### src/hdl/mm3_pkg.sv
`timescale 1ns / 1ps

package mm3_pkg;

	localparam int unsigned WordW  = 32;
	localparam int unsigned CountW = 3;
	localparam int unsigned TdataW = 40;

	localparam logic [WordW-1:0] C1_MUL  = 32'hcc9e2d51;
	localparam logic [WordW-1:0] C2_MUL  = 32'h1b873593;
	localparam logic [WordW-1:0] MIX_ADD = 32'he6546b64;
	localparam logic [WordW-1:0] FM_MUL1 = 32'h85ebca6b;
	localparam logic [WordW-1:0] FM_MUL2 = 32'hc2b2ae35;

	localparam logic [CountW-1:0] FULL_COUNT = 3'd4;

	// Datapath operations issued by the controller
	typedef logic [3:0] op_t;
	localparam op_t OP_NONE = 4'd0;
	localparam op_t OP_LOAD = 4'd1;
	localparam op_t OP_MUL1 = 4'd2;
	localparam op_t OP_MUL2 = 4'd3;
	localparam op_t OP_MIX  = 4'd4;
	localparam op_t OP_TAIL = 4'd5;
	localparam op_t OP_LEN  = 4'd6;
	localparam op_t OP_FM1  = 4'd7;
	localparam op_t OP_FM2  = 4'd8;
	localparam op_t OP_EMIT = 4'd9;

	typedef struct packed {
		op_t  op;
		logic key_start;
	} cmd_t;

	typedef struct packed {
		logic full;
		logic fin;
		logic out_busy;
	} status_t;

	function automatic logic [WordW-1:0] rotl15(input logic [WordW-1:0] x);
		rotl15 = {x[WordW-16:0], x[WordW-1:WordW-15]};
	endfunction

	function automatic logic [WordW-1:0] rotl13(input logic [WordW-1:0] x);
		rotl13 = {x[WordW-14:0], x[WordW-1:WordW-13]};
	endfunction

	// Keep only the valid low bytes of a partial word
	function automatic logic [WordW-1:0] tail_mask(input logic [CountW-1:0] cnt);
		case (cnt)
			3'd0: tail_mask = 32'h0000_0000;
			3'd1: tail_mask = 32'h0000_00ff;
			3'd2: tail_mask = 32'h0000_ffff;
			3'd3: tail_mask = 32'h00ff_ffff;
			default: tail_mask = 32'hffff_ffff;
		endcase
	endfunction

endpackage

### src/hdl/mm3_ctrl.sv
`timescale 1ns / 1ps

module mm3_ctrl (
	input  logic             clk,
	input  logic             arst_n,
	input  logic             in_valid,
	output logic             in_ready,
	input  mm3_pkg::status_t st,
	output mm3_pkg::cmd_t    cmd
);
	import mm3_pkg::*;

	localparam logic [2:0] S_IDLE = 3'd0;
	localparam logic [2:0] S_MUL1 = 3'd1;
	localparam logic [2:0] S_MUL2 = 3'd2;
	localparam logic [2:0] S_MIX  = 3'd3;
	localparam logic [2:0] S_LEN  = 3'd4;
	localparam logic [2:0] S_FM1  = 3'd5;
	localparam logic [2:0] S_FM2  = 3'd6;
	localparam logic [2:0] S_DONE = 3'd7;

	logic [2:0] state_q, state_d;
	logic       in_key_q, in_key_d;

	always_ff @(posedge clk or negedge arst_n) begin
		if (!arst_n) begin
			state_q  <= S_IDLE;
			in_key_q <= 1'b0;
		end else begin
			state_q  <= state_d;
			in_key_q <= in_key_d;
		end
	end

	always_comb begin
		state_d       = state_q;
		in_key_d      = in_key_q;
		cmd.op        = OP_NONE;
		cmd.key_start = 1'b0;
		in_ready      = 1'b0;
		case (state_q)
			S_IDLE: begin
				in_ready = 1'b1;
				if (in_valid) begin
					cmd.op        = OP_LOAD;
					cmd.key_start = !in_key_q;
					in_key_d      = 1'b1;
					state_d       = S_MUL1;
				end
			end
			S_MUL1: begin
				cmd.op  = OP_MUL1;
				state_d = S_MUL2;
			end
			S_MUL2: begin
				cmd.op  = OP_MUL2;
				state_d = S_MIX;
			end
			S_MIX: begin
				cmd.op = st.full ? OP_MIX : OP_TAIL;
				if (!st.fin) begin
					state_d = S_IDLE;
				end else begin
					in_key_d = 1'b0;
					state_d  = st.full ? S_LEN : S_FM1;
				end
			end
			S_LEN: begin
				cmd.op  = OP_LEN;
				state_d = S_FM1;
			end
			S_FM1: begin
				cmd.op  = OP_FM1;
				state_d = S_FM2;
			end
			S_FM2: begin
				cmd.op  = OP_FM2;
				state_d = S_DONE;
			end
			S_DONE: begin
				// hold until the output register can take the hash
				if (!st.out_busy) begin
					cmd.op  = OP_EMIT;
					state_d = S_IDLE;
				end
			end
			default: begin
				state_d = S_IDLE;
			end
		endcase
	end

endmodule

### src/hdl/mm3_datapath.sv
`timescale 1ns / 1ps

module mm3_datapath (
	input  logic                         clk,
	input  logic                         arst_n,
	input  logic                         seed_we,
	input  logic [mm3_pkg::WordW-1:0]    seed_wdata,
	input  logic [mm3_pkg::WordW-1:0]    key_word,
	input  logic [mm3_pkg::CountW-1:0]   byte_count,
	input  logic                         last,
	input  mm3_pkg::cmd_t                cmd,
	output mm3_pkg::status_t             st,
	output logic                         out_valid,
	input  logic                         out_ready,
	output logic [mm3_pkg::WordW-1:0]    hash
);
	import mm3_pkg::*;

	logic [WordW-1:0]  seed_q;
	logic [WordW-1:0]  w_q;
	logic [WordW-1:0]  h_q;
	logic [WordW-1:0]  len_q;
	logic [WordW-1:0]  out_q;
	logic              out_valid_q;
	logic              full_q;
	logic              fin_q;
	logic [CountW-1:0] cnt;
	logic [WordW-1:0]  mixed;
	logic [WordW-1:0]  fm_in;

	// clamp counts above four
	assign cnt   = (byte_count > FULL_COUNT) ? FULL_COUNT : byte_count;
	assign mixed = rotl13(h_q ^ w_q);
	assign fm_in = h_q ^ {13'd0, h_q[WordW-1:13]};

	always_ff @(posedge clk or negedge arst_n) begin
		if (!arst_n) begin
			seed_q <= '0;
		end else if (seed_we) begin
			seed_q <= seed_wdata;
		end
	end

	always_ff @(posedge clk) begin
		case (cmd.op)
			OP_LOAD: begin
				w_q    <= key_word & tail_mask(cnt);
				full_q <= (cnt == FULL_COUNT);
				fin_q  <= (cnt != FULL_COUNT) || last;
				if (cmd.key_start) begin
					h_q   <= seed_q;
					len_q <= {{(WordW-CountW){1'b0}}, cnt};
				end else begin
					len_q <= len_q + {{(WordW-CountW){1'b0}}, cnt};
				end
			end
			OP_MUL1: w_q <= w_q * C1_MUL;
			OP_MUL2: w_q <= rotl15(w_q) * C2_MUL;
			OP_MIX:  h_q <= mixed + {mixed[WordW-3:0], 2'b00} + MIX_ADD;
			OP_TAIL: h_q <= h_q ^ w_q ^ len_q;
			OP_LEN:  h_q <= h_q ^ len_q;
			OP_FM1:  h_q <= (h_q ^ {16'd0, h_q[WordW-1:16]}) * FM_MUL1;
			OP_FM2:  h_q <= fm_in * FM_MUL2;
			OP_EMIT: out_q <= h_q ^ {16'd0, h_q[WordW-1:16]};
			default: begin
			end
		endcase
	end

	always_ff @(posedge clk or negedge arst_n) begin
		if (!arst_n) begin
			out_valid_q <= 1'b0;
		end else if (cmd.op == OP_EMIT) begin
			out_valid_q <= 1'b1;
		end else if (out_ready) begin
			out_valid_q <= 1'b0;
		end
	end

	assign st.full     = full_q;
	assign st.fin      = fin_q;
	assign st.out_busy = out_valid_q && !out_ready;
	assign out_valid   = out_valid_q;
	assign hash        = out_q;

endmodule

### src/hdl/murmur3_32_hasher_top.sv
`timescale 1ns / 1ps
// Sequence: each word is accepted, then scrambled by two multiplies; a word that does not
//   end the key is then mixed in; the final word takes a mix and length step (full) or a
//   tail step (partial), two finalize multiplies, and an emit once the output is free.
// Input: a new word is taken only after the previous one has been mixed in or finalized.
// Reset: arst_n clears the controller, the seed register and the output valid.
module murmur3_32_hasher_top (
	input  logic                          clk,
	input  logic                          arst_n,
	// seed register write
	input  logic                          seed_we,
	input  logic [mm3_pkg::WordW-1:0]     seed_wdata,
	// key word requests
	input  logic                          s_axis_tvalid,
	output logic                          s_axis_tready,
	input  logic [mm3_pkg::TdataW-1:0]    s_axis_tdata,  // [31:0] key_word, [34:32] byte_count
	input  logic                          s_axis_tlast,  // last word of the key
	// hash results
	output logic                          m_axis_tvalid,
	input  logic                          m_axis_tready,
	output logic [mm3_pkg::WordW-1:0]     m_axis_tdata   // [31:0] hash
);
	import mm3_pkg::*;

	cmd_t    cmd;
	status_t st;

	// The controller steps through scramble, mix and finalize; the datapath
	// holds the running hash, the byte length and the output register, so a
	// finished hash can wait there while the next key word is taken in.
	mm3_ctrl u_ctrl (
		.clk      (clk),
		.arst_n   (arst_n),
		.in_valid (s_axis_tvalid),
		.in_ready (s_axis_tready),
		.st       (st),
		.cmd      (cmd)
	);

	mm3_datapath u_dp (
		.clk        (clk),
		.arst_n     (arst_n),
		.seed_we    (seed_we),
		.seed_wdata (seed_wdata),
		.key_word   (s_axis_tdata[WordW-1:0]),
		.byte_count (s_axis_tdata[WordW+CountW-1:WordW]),
		.last       (s_axis_tlast),
		.cmd        (cmd),
		.st         (st),
		.out_valid  (m_axis_tvalid),
		.out_ready  (m_axis_tready),
		.hash       (m_axis_tdata)
	);

endmodule

### config.mk
export PLATFORM = sky130hd
export DESIGN_NAME = murmur3_32_hasher_top
export DESIGN_NICKNAME = d
export VERILOG_FILES = /design/src/hdl/mm3_pkg.sv /design/src/hdl/mm3_ctrl.sv /design/src/hdl/mm3_datapath.sv /design/src/hdl/murmur3_32_hasher_top.sv
export SDC_FILE = /design/constraint.sdc
export NUM_CORES = 2
export LEC_CHECK = 0
export BUFFER_PORTS_ARGS = -buffer_cell sky130_fd_sc_hd__buf_2
export CORE_MARGIN = 2
export CORE_UTILIZATION = 68
export CTS_BUF_LIST = sky130_fd_sc_hd__clkbuf_8
export DETAILED_ROUTE_END_ITERATION = 6
export GPL_ROUTABILITY_DRIVEN = 0
export PLACE_DENSITY = 0.85
export SYNTH_ARGS = -nofsm -noshare
export SYNTH_HDL_FRONTEND = slang
export SYNTH_SLANG_ARGS = --single-unit
### constraint.sdc
create_clock -name clk -period 15.5 [get_ports clk]
set_clock_uncertainty 0.1 [all_clocks]
set_input_delay 1.55 -clock clk [delete_from_list [all_inputs] [get_ports clk]]
set_output_delay 1.55 -clock clk [all_outputs]
set_load 0.1 [all_outputs]
* Word level (Yosys, flattened, before mapping)
Cells that the tools add are included.
** Cells by class
- Add/subtract/negate cells :: 3
- $mul :: 4
- Order comparisons :: 1
- Equal/unequal tests :: 25
- Muxes and demuxes :: 23
- Bitwise logic cells :: 6
- Reductions and logical operators :: 13
** Operator list (number)
- one-hot mux 32 bit (6 select lines) :: 1
- one-hot mux 32 bit (4 select lines) :: 1
- one-hot mux 32 bit (3 select lines) :: 1
- bitwise XOR 32 bit :: 3
- multiplier 32 x 31 -> 32 bit, second input constant :: 2
- 2-to-1 mux 32 bit :: 2
- adder 32 x 3 -> 32 bit :: 1
- adder 32 bit :: 1
- adder 32 bit, second input constant :: 1
- AND 32 bit :: 1
- multiplier 32 x 29 -> 32 bit, second input constant :: 1
- multiplier 32 x 32 -> 32 bit, second input constant :: 1
- one-hot mux 4 bit (8 select lines) :: 1
- bitwise XOR 32 x 16 -> 32 bit :: 1
- bitwise XOR 32 x 19 -> 32 bit :: 1
- one-hot mux 3 bit (8 select lines) :: 1
- equality test 4 x 3 -> 1 bit, second input constant :: 4
- equality test 3 bit, second input constant :: 5
- 2-to-1 mux 3 bit :: 5
- equality test 3 x 2 -> 1 bit, second input constant :: 4
- equality test 4 x 2 -> 1 bit, second input constant :: 2
- equality test 4 bit, second input constant :: 2
- 2-to-1 mux 1 bit :: 8
- equality test 3 x 1 -> 1 bit, second input constant :: 2
- other kinds (17) :: 23
** Storage, ports and cells
- Bits in registers :: 167
- Input port bits :: 78
- Output and inout port bits :: 34
- Word-level logic and storage cells :: 86

* Logic depth before layout (Yosys ltp)
- Depth after elaboration :: 8
- Mapped depth :: 28
- Depth with buffers taken out :: 27

* Modules after synthesis
From an unflattened synthesis, not the netlist that was laid out.
** Second synthesis, totals
- Cell total of the unflattened synthesis :: 4555
- Area, all modules :: 44372.6 µm²
** Modules (own cells, without submodules)
- mm3_datapath :: times used 1, cells each 4518, area each 44048.5 µm², seq. area each 4729.5 µm²
- mm3_ctrl :: times used 1, cells each 37, area each 324.1 µm², seq. area each 100.1 µm²

* Worst setup path before layout
No wires, ideal clock.
- Kind :: flip-flop to flip-flop
- Start :: register u_dp.h_q[19]
- End :: register u_dp.h_q[28] (data pin)
- Setup time :: 261 ps
- Arrival :: 6998 ps
- Required time :: 15139 ps
- Setup slack :: 8142 ps
- Stages on the path, launching flop included :: 26
- Buffers on the path :: 1
- Clock period less this slack :: 7358 ps
- Cells stage by stage :: edfxtp_1 -> clkbuf_1 -> xor2_1 -> fa_1 -> ha_1 -> inv_1 -> fa_1 -> inv_1 -> ha_1 -> fa_1 -> inv_1 -> fa_1 -> inv_1 -> fa_1 -> fa_1 -> ha_1 -> and3_1 -> a221oi_1 -> o21ai_0 -> a21oi_1 -> o21ai_2 -> nand4_1 -> a21boi_1 -> o21ai_0 -> mux2_2 -> o32a_1
** On the way
- Cells in the longest elaborated chain, start to end :: 4
- Elaborated cells between the ends (all ways) :: 8
- Those cells by class :: 2 x add/sub; 2 x mul; 1 x mux; 3 x bitwise
** RTL lines
- start: declaration :: line mm3_datapath.sv:21 : logic [WordW-1:0] h_q;
- start signal: assignment :: line mm3_datapath.sv:51 : h_q <= seed_q;
- start signal: assignment :: line mm3_datapath.sv:59 : OP_MIX: h_q <= mixed + {mixed[WordW-3:0], 2'b00} + MIX_ADD;
- start signal: assignment :: line mm3_datapath.sv:60 : OP_TAIL: h_q <= h_q ^ w_q ^ len_q;
- parallel branches: the longest is 3 deep, another holds multiplier 32 x 31 -> 32 bit
- one-hot mux 32 bit (6 select lines) * :: line mm3_datapath.sv:45 : case (cmd.op)
Mark *: on every way between the ends.
A chain may end at the register's enable or synchronous reset.

* Final worst setup path
- Start :: register u_dp.h_q[20]
- End :: register u_dp.h_q[29] (data pin)
Same word-level chain as after synthesis.

==> results.rst <==
.. list-table::
   :header-rows: 1

   * - Metric
     - Value
   * - Clock-pin transition on the worst setup and hold timing paths
     - ~100 ps
   * - Outcome
     - finished with violations
   * - Worst min-delay path category
     - reg2reg
   * - Final WL
     - approximately 130,000 um
   * - Post-synth net total
     - slightly above 6,000
   * - Number of hold buffers added after cts
     - 0
   * - Mux share of post-synthesis cell area
     - 1.01%
   * - Total global routing track utilization
     - a little over two fifths
   * - Die Outline Area
     - ~0.067 sq mm
   * - Sequential-to-total area share from yosys stat
     - about 11%
   * - Clock tree from TritonCTS
     - built
   * - Simple-Gate Fraction of Synth Area
     - between 4 and 5%
   * - Number of cells on the worst reg-to-reg path
     - 25
   * - Post-synthesis sequential element count
     - 167
   * - Final-report hold violation count
     - 0
   * - Die height
     - between 200 and 300 um
   * - Share of the cycle needed by the critical path after routing
     - between 50% and 60%
   * - Most instantiated flip-flop cell in the synthesis netlist
     - edfxtp_1
   * - Share of the synthesized area in the top cell type
     - between 30% and 40%
   * - Total number of vias
     - 33,064
   * - Compound-gate portion of the synthesized area
     - 7.63%
   * - Number of antenna violations at the first check in global routing
     - 2
   * - Root Driver
     - clkbuf_8
   * - Number of setup violations in the final report
     - 0
   * - Transition at the pin with the smallest max-transition slack
     - about 1400 ps
   * - Via/cell ratio
     - about 6.1
   * - Startpoint Class
     - register
   * - Peak Freq
     - roughly 0.12 GHz
   * - Number of DRC violations after detailed-routing iteration 0
     - 3,510
   * - Top cell types by occurrence after synthesis
     - inv_1 (1,321), ha_1 (774), fa_1 (733)
   * - Post-synthesis async set-or-reset flop share
     - around 22%
   * - Yosys synthesis warning count
     - 0
   * - Buffers from clock root to sink, at most
     - 2
   * - Leftover overflow at the end of global routing
     - 0
   * - Final Non-Filler Cells
     - 5,433
   * - Data arrival time of the critical path
     - between 8000 and 9000 ps
   * - Maximum number of pins on one net before global-route repair
     - between 40 and 50
   * - Net count of the finished layout
     - approximately 6,100
   * - Number of rows created at floorplan
     - a little over 90
   * - Global-route wire length before repair
     - about 210,000 um
   * - Hold Path Origin
     - u_dp.seed_q[2]$_DFFE_PN0P_
   * - Horizontal die dimension
     - approximately 260 um
   * - Netlist cell types
     - 83
   * - Drc violations
     - 4
   * - Area of the core
     - 0.0641 sq mm
   * - RSZ-0062 raised after global routing
     - false
   * - Post-synthesis area per instance
     - roughly 9.8 sq um
   * - Clock buffers created by TritonCTS
     - 17
   * - Boundary Pins
     - between 100 and 150
   * - Gate Count Post-Synth
     - between 4,000 and 5,000
   * - Min-Delay Path Depth
     - 1
   * - Half-perimeter wire length of the detailed placement result
     - between 100,000 and 150,000 um
   * - XOR/XNOR Fraction of Synth Area
     - 7.98%
   * - H-Tree Level Count
     - 4
   * - Starting utilization of the core area
     - between 60% and 70%
   * - Library cell occupying the most area in the post-synthesis netlist
     - fa_1
   * - Number of search-and-repair iterations in the first detailed-routing pass
     - 7
   * - Failing checks
     - design-rule violations
   * - Post-Synthesis Cell Area
     - 0.0439 sq mm
   * - Number of enable-type register cells in the synthesized netlist
     - 130
   * - Placed Cells
     - 5,400
   * - Main combinational cell family by area after synthesis
     - adder cells
   * - Area delta synth->final
     - 4.93%
   * - Most common cell in the synthesized netlist
     - inv_1
   * - Post-CTS setup buffer count
     - 0
   * - Min-Delay Endpoint
     - u_dp.seed_q[2]$_DFFE_PN0P_
   * - Share of post-route cells with drive strength above 1
     - 5.62%
   * - Largest driver fanout on the critical path
     - 13
   * - Cell types occupying the most area after synthesis
     - fa_1 (33%), ha_1 (22%), inv_1 (11%)
   * - Fill cells
     - approximately 4,400
   * - Category of the worst setup path capture point
     - register
   * - Capture point of the worst reg-to-reg path
     - u_dp.h_q[29]$_DFFE_PP_
   * - Setup slack, reg-to-reg
     - ~7000 ps
   * - Fin crit period
     - 8570 ps
   * - Critical Path RT
     - between 15,000 and 20,000 ps
   * - Routed len/inst
     - about 24 um
   * - Sum of negative setup slack
     - 0 ps
   * - Critical path start-end classification
     - reg2reg
   * - Sinks on Clock Net
     - roughly 170
   * - Worst slew margin
     - approximately 4.9%
   * - Insertion delay to the later sink of the worst-skew pair
     - about 580 ps
   * - R2R Path Start
     - u_dp.h_q[20]$_DFFE_PP_
   * - Final Max Tran Viols
     - 0
   * - Via count of the first global-routing pass
     - approximately 36,000
   * - Cells resized by post-CTS repair
     - 0
   * - Number of buffers added on ports
     - 106
   * - Adder-cell share of the synthesized area
     - between 50% and 60%
   * - Antenna Nets Post-Route
     - 0
   * - Number of max-capacitance violations reported
     - 0
## sequential cells by signal, indices dropped and copies added (netlist names)
| name | cells |
|---|---|
| u_dp.h_q | 32 |
| u_dp.hash | 32 |
| u_dp.len_q | 32 |
| u_dp.seed_q | 32 |
| u_dp.w_q | 32 |
| u_ctrl.state_q | 3 |
| u_ctrl.in_key_q | 1 |
| u_dp.fin_q | 1 |
| u_dp.full_q | 1 |
| u_dp.out_valid | 1 |
## through the flow
stage	hold WS, ps	setup WS [ps]	utilization [%]	instance area [sq um]
floorplan	324	8140	-	43900
global placement	393	7310	71.2	45700
detailed placement	400	7120	71.2	45700
CTS	422	7080	71.8	46000
global route	430	6750	71.8	46000
finish	419	6930	71.8	46000
## how the worst max path moves through the flow
stage                      startpoint                     end  slack [ps]  depth (start not counted)
2_1_floorplan  u_dp.h_q[19]$_DFFE_PP_  u_dp.h_q[28]$_DFFE_PP_        8140                         25
3_3_place_gp   u_dp.h_q[20]$_DFFE_PP_  u_dp.h_q[25]$_DFFE_PP_        7310                         25
3_5_place_dp   u_dp.h_q[20]$_DFFE_PP_  u_dp.h_q[29]$_DFFE_PP_        7120                         25
4_1_cts        u_dp.h_q[20]$_DFFE_PP_  u_dp.h_q[29]$_DFFE_PP_        7080                         25
5_1_grt        u_dp.h_q[20]$_DFFE_PP_  u_dp.h_q[19]$_DFFE_PP_        6750                         23
6_report       u_dp.h_q[20]$_DFFE_PP_  u_dp.h_q[29]$_DFFE_PP_        6930                         25
## routing by layer
metal	global-route usage (%)	part of all wire (%)
met1	47.7	32
met2	64.6	44
met3	12.4	13
met4	34.6	11
met5	0	0.011
## area by class of cell
type                    instances  area (sq um)  share of cell area [%]
multi-input cells            2899         33900                    73.6
inverters                    1322          4960                    10.8
flip-flops and latches        167          4830                    10.5
well taps                     855          1070                    2.32
repair buffers                157           913                    1.98
clock buffers                  18           248                   0.538
clock inverters                14           136                   0.296
diodes                          1          2.50                 0.00544
## cell families after synthesis
logic type                 after synthesis
DFF                                    167
adders and majority gates             1507
AOI/OAI and AO/OA                      497
muxes                                   40
xor gates and xnor gates               400
and+or+nand+nor                        455
buffers and inverters                 1393
## cells in the final DEF, fill, tap and decap left out, types with 26 or more instances in the layout
master    instances
a21oi_1         127
fa_1            733
nor2_1          142
nor2b_1          30
ha_1            774
dfrtp_1          37
o21ai_0          97
xor2_1          137
buf_4            51
and3_1           32
nor3_1           26
inv_1          1322
nand2_1         118
buf_2           106
mux2_2           35
xnor2_1         262
edfxtp_1        130
a21o_1           48
## critical path, cell delays in order, from the launching register on
cell and delay [ps]:
edfxtp_1 820, xnor2_1 820, inv_1 270, ha_1 320, ha_1 380, a21oi_1 290, fa_1 460, fa_1 540
inv_1 70, fa_1 490, fa_1 470, fa_1 530, inv_1 50, fa_1 480, inv_1 40, ha_1 340
a21o_1 200, a211o_1 310, a21oi_1 150, nor2b_1 60, o21ai_0 270, a31o_2 270, o21bai_1 80, a21oi_1 180
xor2_1 190, o22ai_1 100
Power is not shown: default switching activity piles up to over one toggle a cycle in this logic, so the estimate is an artifact.
